<file path="config.mk">
export PLATFORM = sky130hd
export DESIGN_NAME = tlpi_ctrl
export DESIGN_NICKNAME = d
export VERILOG_FILES = /design/src/sv/tlpi_pkg.sv /design/src/sv/tlpi_ctrl.sv
export SDC_FILE = /design/constraint.sdc
export NUM_CORES = 1
export LEC_CHECK = 0
export BUFFER_PORTS_ARGS = -buffer_cell sky130_fd_sc_hd__buf_2
export CAP_MARGIN = 20
export CORE_ASPECT_RATIO = 1.75
export CORE_MARGIN = 2
export CORE_UTILIZATION = 45
export CTS_CLUSTER_DIAMETER = 100
export DETAILED_ROUTE_END_ITERATION = 8
export PLACE_DENSITY = 0.85
export REMOVE_ABC_BUFFERS = 1
export SLEW_MARGIN = 5
export SYNTH_ARGS = -nofsm -noshare
export SYNTH_HDL_FRONTEND = slang
export SYNTH_SLANG_ARGS = --single-unit
</file>
<file path="constraint.sdc">
create_clock -name i_clk -period 2.6 [get_ports i_clk]
set_clock_uncertainty 0.05 [all_clocks]
set_input_delay 0.26 -clock i_clk [delete_from_list [all_inputs] [get_ports i_clk]]
set_output_delay 0.26 -clock i_clk [all_outputs]
set_load 0.02 [all_outputs]
</file>
<file path="src/sv/tlpi_pkg.sv">
package tlpi_pkg;

    localparam int ACC_W  = 40;
    localparam int PROD_W = 34;
    localparam int NODE_W = 8;
    localparam int COL_W  = 13;

    localparam logic [1:0] REQ_HID = 2'd0;
    localparam logic [1:0] REQ_OUT = 2'd1;
    localparam logic [1:0] REQ_PIX = 2'd2;

    localparam logic [63:0] ONE_Q28   = 64'd268435456;
    localparam logic [63:0] LOG2E_Q28 = 64'd387270501;
    localparam logic [63:0] LN2_Q28   = 64'd186065279;

    typedef struct packed {
        logic [1:0]         req_type;
        logic [5:0]         weight_row;
        logic [9:0]         weight_col;
        logic signed [15:0] weight_value;
        logic [7:0]         pixel_value;
        logic               last_pixel;
    } t_in_item;

    typedef struct packed {
        logic [3:0]  predicted_class;
        logic [15:0] top_score;
        logic        above_threshold;
    } t_out_item;

    typedef enum logic [2:0] {
        S_IDLE,
        S_BIAS,
        S_ACC,
        S_HSIG,
        S_OMAC,
        S_OSIG,
        S_RESULT
    } t_state;

    typedef struct packed {
        logic              take_pix;
        logic              wr_hid;
        logic              wr_out;
        logic              mac_go;
        logic              mac_layer;
        logic              mac_first;
        logic [NODE_W-1:0] row;
        logic [COL_W-1:0]  col;
        logic              sig_go;
        logic              sig_layer;
        logic [NODE_W-1:0] tag;
        logic              emit;
    } t_cmd;

    typedef struct packed {
        logic mac_busy;
        logic sig_busy;
        logic out_free;
    } t_status;

    // shift-subtract divide, used only for elaboration-time tables
    function automatic logic [63:0] udiv64(input logic [63:0] a, input logic [63:0] b);
        logic [63:0] q;
        logic [64:0] r;
        q = '0;
        r = '0;
        for (int i = 63; i >= 0; i--) begin
            r = {r[63:0], a[i]};
            if (r >= {1'b0, b}) begin
                r    = r - {1'b0, b};
                q[i] = 1'b1;
            end
        end
        return q;
    endfunction

    // sigmoid of table entry k out of e entries over [-8, 8), Q0.16
    function automatic logic [15:0] sig_entry(input int k, input int e);
        int                 rel;
        logic               neg;
        logic [63:0]        mag;
        logic [63:0]        t;
        logic [63:0]        y;
        logic [63:0]        n;
        logic [63:0]        u;
        logic signed [63:0] sum;
        logic [63:0]        term;
        logic [63:0]        ev;
        logic [63:0]        d;
        logic [63:0]        s;
        rel  = k - (e >> 1);
        neg  = rel < 0;
        mag  = 64'(neg ? -rel : rel);
        t    = udiv64(mag << 32, 64'(e));
        y    = (t * LOG2E_Q28) >> 28;
        n    = y >> 28;
        u    = ((y & (ONE_Q28 - 64'd1)) * LN2_Q28) >> 28;
        sum  = $signed(ONE_Q28);
        term = ONE_Q28;
        for (int i = 1; i <= 12; i++) begin
            term = udiv64((term * u) >> 28, 64'(i));
            if (i[0]) begin
                sum = sum - $signed(term);
            end else begin
                sum = sum + $signed(term);
            end
        end
        ev = (n >= 64'd40) ? 64'd0 : ($unsigned(sum) >> n);
        d  = ONE_Q28 + ev;
        if (neg) begin
            s = udiv64((ev << 16) + (d >> 1), d);
        end else begin
            s = udiv64((64'd1 << 44) + (d >> 1), d);
        end
        return (s > 64'd65535) ? 16'hFFFF : s[15:0];
    endfunction

endpackage

</file>
<file path="src/sv/tlpi_ctrl.sv">
module tlpi_ctrl import tlpi_pkg::*; #(
    parameter int IMAGE_PIXELS = 784,
    parameter int HIDDEN_NODES = 64,
    parameter int CLASSES      = 10
) (
    input  logic     i_clk,
    input  logic     i_rst_n,
    input  logic     i_in_valid,
    output logic     o_in_ready,
    input  t_in_item i_in_data,
    input  t_status  i_status,
    output t_cmd     o_cmd
);

    localparam int PI_W  = $clog2(IMAGE_PIXELS + 1);
    localparam int CNT_W = $clog2(HIDDEN_NODES + 2);
    localparam int CL_W  = $clog2(CLASSES);

    t_state            r_state, n_state;
    logic [PI_W-1:0]   r_pi, n_pi;
    logic [CNT_W-1:0]  r_cnt, n_cnt;
    logic [CL_W-1:0]   r_cls, n_cls;
    logic              r_last, n_last;
    logic              w_acc;
    logic              w_pix;

    assign w_acc = i_in_valid && (r_state == S_IDLE);
    assign w_pix = w_acc && (i_in_data.req_type == REQ_PIX);

    always_ff @(posedge i_clk) begin
        if (!i_rst_n) begin
            r_state <= S_IDLE;
            r_pi    <= '0;
            r_cnt   <= '0;
            r_cls   <= '0;
            r_last  <= 1'b0;
        end else begin
            r_state <= n_state;
            r_pi    <= n_pi;
            r_cnt   <= n_cnt;
            r_cls   <= n_cls;
            r_last  <= n_last;
        end
    end

    always_comb begin
        n_state = r_state;
        n_pi    = r_pi;
        n_cnt   = r_cnt;
        n_cls   = r_cls;
        n_last  = r_last;
        case (r_state)
            S_IDLE: begin
                if (w_pix) begin
                    n_last = i_in_data.last_pixel;
                    if (r_pi == '0) begin
                        n_state = S_BIAS;
                    end else if (r_pi < PI_W'(IMAGE_PIXELS)) begin
                        n_state = S_ACC;
                    end else if (i_in_data.last_pixel) begin
                        n_pi    = '0;
                        n_state = S_HSIG;
                    end
                end
            end
            S_BIAS: begin
                if (r_cnt < CNT_W'(HIDDEN_NODES)) begin
                    n_cnt = r_cnt + 1'b1;
                end else if (!i_status.mac_busy) begin
                    n_cnt   = '0;
                    n_state = S_ACC;
                end
            end
            S_ACC: begin
                if (r_cnt < CNT_W'(HIDDEN_NODES)) begin
                    n_cnt = r_cnt + 1'b1;
                end else if (!i_status.mac_busy) begin
                    n_cnt = '0;
                    if (r_last) begin
                        n_pi    = '0;
                        n_state = S_HSIG;
                    end else begin
                        n_pi    = r_pi + 1'b1;
                        n_state = S_IDLE;
                    end
                end
            end
            S_HSIG: begin
                if (r_cnt < CNT_W'(HIDDEN_NODES)) begin
                    n_cnt = r_cnt + 1'b1;
                end else if (!i_status.sig_busy) begin
                    n_cnt   = '0;
                    n_cls   = '0;
                    n_state = S_OMAC;
                end
            end
            S_OMAC: begin
                if (r_cnt <= CNT_W'(HIDDEN_NODES)) begin
                    n_cnt = r_cnt + 1'b1;
                end else if (!i_status.mac_busy) begin
                    n_cnt   = '0;
                    n_state = S_OSIG;
                end
            end
            S_OSIG: begin
                if (r_cnt == '0) begin
                    n_cnt = CNT_W'(1);
                end else if (!i_status.sig_busy) begin
                    n_cnt = '0;
                    if (r_cls == CL_W'(CLASSES - 1)) begin
                        n_state = S_RESULT;
                    end else begin
                        n_cls   = r_cls + 1'b1;
                        n_state = S_OMAC;
                    end
                end
            end
            S_RESULT: begin
                if (i_status.out_free) begin
                    n_state = S_IDLE;
                end
            end
            default: begin
                n_state = S_IDLE;
            end
        endcase
    end

    always_comb begin
        o_in_ready = 1'b0;
        o_cmd      = '0;
        case (r_state)
            S_IDLE: begin
                o_in_ready     = 1'b1;
                o_cmd.take_pix = w_pix;
                o_cmd.wr_hid   = w_acc && (i_in_data.req_type == REQ_HID)
                                 && (9'(i_in_data.weight_row) < 9'(HIDDEN_NODES))
                                 && (COL_W'(i_in_data.weight_col) <= COL_W'(IMAGE_PIXELS));
                o_cmd.wr_out   = w_acc && (i_in_data.req_type == REQ_OUT)
                                 && (9'(i_in_data.weight_row) < 9'(CLASSES))
                                 && (COL_W'(i_in_data.weight_col) <= COL_W'(HIDDEN_NODES));
            end
            S_BIAS: begin
                o_cmd.mac_go    = r_cnt < CNT_W'(HIDDEN_NODES);
                o_cmd.mac_first = 1'b1;
                o_cmd.row       = NODE_W'(r_cnt);
            end
            S_ACC: begin
                o_cmd.mac_go = r_cnt < CNT_W'(HIDDEN_NODES);
                o_cmd.row    = NODE_W'(r_cnt);
                o_cmd.col    = COL_W'(r_pi) + 1'b1;
            end
            S_HSIG: begin
                o_cmd.sig_go = r_cnt < CNT_W'(HIDDEN_NODES);
                o_cmd.tag    = NODE_W'(r_cnt);
            end
            S_OMAC: begin
                o_cmd.mac_go    = r_cnt <= CNT_W'(HIDDEN_NODES);
                o_cmd.mac_layer = 1'b1;
                o_cmd.mac_first = r_cnt == '0;
                o_cmd.row       = NODE_W'(r_cls);
                o_cmd.col       = COL_W'(r_cnt);
            end
            S_OSIG: begin
                o_cmd.sig_go    = r_cnt == '0;
                o_cmd.sig_layer = 1'b1;
                o_cmd.tag       = NODE_W'(r_cls);
            end
            S_RESULT: begin
                o_cmd.emit = i_status.out_free;
            end
            default: begin
                o_in_ready = 1'b0;
            end
        endcase
    end

endmodule

</file>
==> impl_results.md <==
- Pins over their slew limit: 0
- Total number of vias: 2604
- Clk buf depth: 2
- First-pass GRT wire length: 11000 µm
- Max Fanout on Critical Path: 6
- Total grt overflow: 0
- Hold buffers post-CTS: 0
- Reg2reg setup slack: 0.31 ns
- Met2 Wirelength: 3540 µm
- Top routing layer used: met4
- Top cells by area, synth: dfxtp_1 (22%), nand2_1 (6.0%), o21ai_0 (5.3%), a21oi_1 (4.0%), ha_1 (3.3%)
- Clock-pin slew on the worst setup and hold paths: 0.10 ns
- Ys flop type: dfxtp_1
- GRT Util Overall: 23.8%
- Vias per inst: 6.21
- RSZ-0062 raised after global routing: no
- Routed WL: 6570 µm
- Setup crit start kind: flip-flop
- TritonRoute pass-1 iters: 4
- Hold Startpoint: i_in_data[0]
- Crit Path Class: flip-flop to primary output
- FILL cells: 477
- Yosys top cell area share: 22.2%
- Critical Path AT: 2.01 ns
- CTS H-tree depth: 1
- Area of the mapped netlist: 2250 µm²
- Syn Inst Count: 314
- Layout Nets: 421
- Worst-Margin Slew: 0.602 ns
- Die Ht: 97.6 µm
- Multi-input logic area: 1600 µm²
- Most common cell in the netlist: nand2_1
- Mapped Avg Cell Area: 7.17 µm²
- Endpoints failing hold: 0
- WL per Instance: 15.7 µm
- Initial core utilization: 46.0%
- Data required time at the worst endpoint: 2.29 ns
- Pleak: 1.08 nW
- Count of final setup violators: 0
- First DRT Iteration DRCs: 89
- Worst Hold Path Cells: 3
- CTS sink cnt: 25
- Share of cells above drive strength 1: 23.3%
- Sequential cell area: 500 µm²
- Synth unique cells: 62
- PortBufs: 58
- GP Congestion: 0.954
- Largest net degree at the start of global routing: 28
- Vias in the first global route: 2446
- Slew HR: 59.8%
- Final min period: 2.32 ns
- Cts bufs inserted: 3
- Ys Warns: 0
- Post-DRT Antenna Nets: 0
- Total power: 1.59 mW
- Worst IR Drop VDD: 0.382 mV
- M1 wire length: 2570 µm
- Post-synth ARST share: 0%
- Core area: 4890 µm²
- Cell taking the most area after synthesis: dfxtp_1
- Max-cap violations: 0
- FP Rows: 34
- Hold crit path type: input port to flip-flop
- Min-Delay Endpoint: r_last$_SDFFE_PN0P_
- Fin crit share: 89.1%
- ANT cells: 0
- Post-synth EDFFs: 0
- I/O pins: 88
- Fin util: 54.2%
- Worst r2r src: r_state[2]$_SDFFE_PN0P_
- Sequential fraction of the synthesis area: 22.2%
- Post-DP HPWL: 4890 µm
- Initial antenna violation count: 0
- Layout area overhead: 17.9%
- Most frequent cells after synthesis: nand2_1 (36), dfxtp_1 (25), o21ai_0 (24)
- Yosys reg bits: 25
- DR DRC count: 0
- Clk_lat worst skew: 0.28 ns
- Total die area: 5610 µm²
- Status: finished, final reports clean
- TritonCTS clock tree: done
- CP endpoint kind: primary output
- Pwr Density: 599 nW/µm²
- Met3 WL: 252 µm
- CTS Root Cell: clkbuf_8
- Die width: 57.5 µm
- Fmax: 432 MHz
- RR Endpoint: r_pi[4]$_SDFFE_PN0P_
- FF-to-FF path depth: 6
==> critical path, cell delays in order, from the launching register on <==
cell and delay, ns:
dfxtp_1 0.37, inv_1 0.12, ha_1 0.17, or4b_4 0.52
nor2_4 0.15, nand2_1 0.07, a21oi_1 0.15, buf_2 0.18
==> timing repair <==
| item | in CTS | in global routing |
|---|---|---|
| pin swaps | 0 | 0 |
| setup endpoints to repair | 1 | 2 |
| buffers inserted | 0 | 0 |
| resized for setup | 1 | 3 |
==> worst max-delay path by stage <==
| stage | slack (ns) | startpoint | cells after the start | endpoint |
|---|---|---|---|---|
| floorplan | -0.53 | r_state[2]$_SDFFE_PN0P_ | 5 | r_state[2]$_SDFFE_PN0P_ |
| global placement | 0.32 | r_cnt[1]$_SDFFE_PN0P_ | 7 | o_cmd[10] |
| detailed placement | 0.29 | r_cnt[1]$_SDFFE_PN0P_ | 7 | o_cmd[10] |
| CTS | 0.06 | r_cnt[1]$_SDFFE_PN0P_ | 7 | o_cmd[10] |
| global route | 0.14 | r_state[2]$_SDFFE_PN0P_ | 6 | o_cmd[35] |
| finish | 0.28 | r_cnt[1]$_SDFFE_PN0P_ | 7 | o_cmd[10] |
==> metal layers <==
metal  up-vias  GRT usage, %
li1       1252             -
met1      1240          27.9
met2        90          41.6
met3        22          2.13
met4         0          11.4
met5         -             0
==> registers in the layout, summed over array words and instances (netlist names) <==
| name | count |
|---|---|
| r_state | 3 |
| r_pi | 10 |
| r_last | 1 |
| r_cls | 4 |
| r_cnt | 7 |
==> placed cells by master, fill, tap and decap left out, drive strengths merged, types with 6 or more instances in the layout <==
master   n
ha       6
nor3     9
xor2     6
buf     71
a22o     7
o21ai   24
a21oi   18
nand3b   6
inv     12
nor2    20
nand3   14
nand2b   8
nand2   36
dfxtp   25
a311oi   6
==> report_power, final <==
group          total (mW)  switching [mW]  internal (mW)
combinational       0.901           0.557          0.345
sequential          0.445          0.0350          0.410
clock               0.244           0.137          0.108
==> cells by family (layout without fill, tap and decap cells) <==
| group | Yosys count | in the layout | share of synthesized area [%] |
|---|---|---|---|
| simple gates | 129 | 129 | 30.2 |
| compound gates | 99 | 99 | 30.8 |
| buf+inv | 41 | 89 | 8.00 |
| flops | 25 | 25 | 22.2 |
| xor+xnor | 10 | 10 | 3.89 |
| fa+ha+maj | 6 | 6 | 3.34 |
| mux | 3 | 3 | 1.33 |
| other cells | 1 | 4 | 0.167 |
==> layout make-up <==
| class | instances | share of cell area, % |
|---|---|---|
| multi-input cells | 251 | 60.2 |
| flip-flops and latches | 25 | 18.9 |
| repair buffers | 71 | 14.6 |
| well taps | 54 | 2.55 |
| inverters | 14 | 2.03 |
| clock buffers | 3 | 1.56 |
| clock inverters | 1 | 0.189 |
==> through the flow <==
step,instances,setup slack [ns],hold WS (ns),setup TNS [ns],cell area [µm²]
finish,419,0.284,0.229,0,2650
global route,419,0.139,0.285,0,2650
CTS,419,0.0647,0.242,0,2640
detailed placement,415,0.289,0.468,0,2590
global placement,415,0.317,0.452,0,2590
floorplan,290,-0.533,0.345,-4.87,2140
Note: power is estimated with default switching activity, not from simulation.
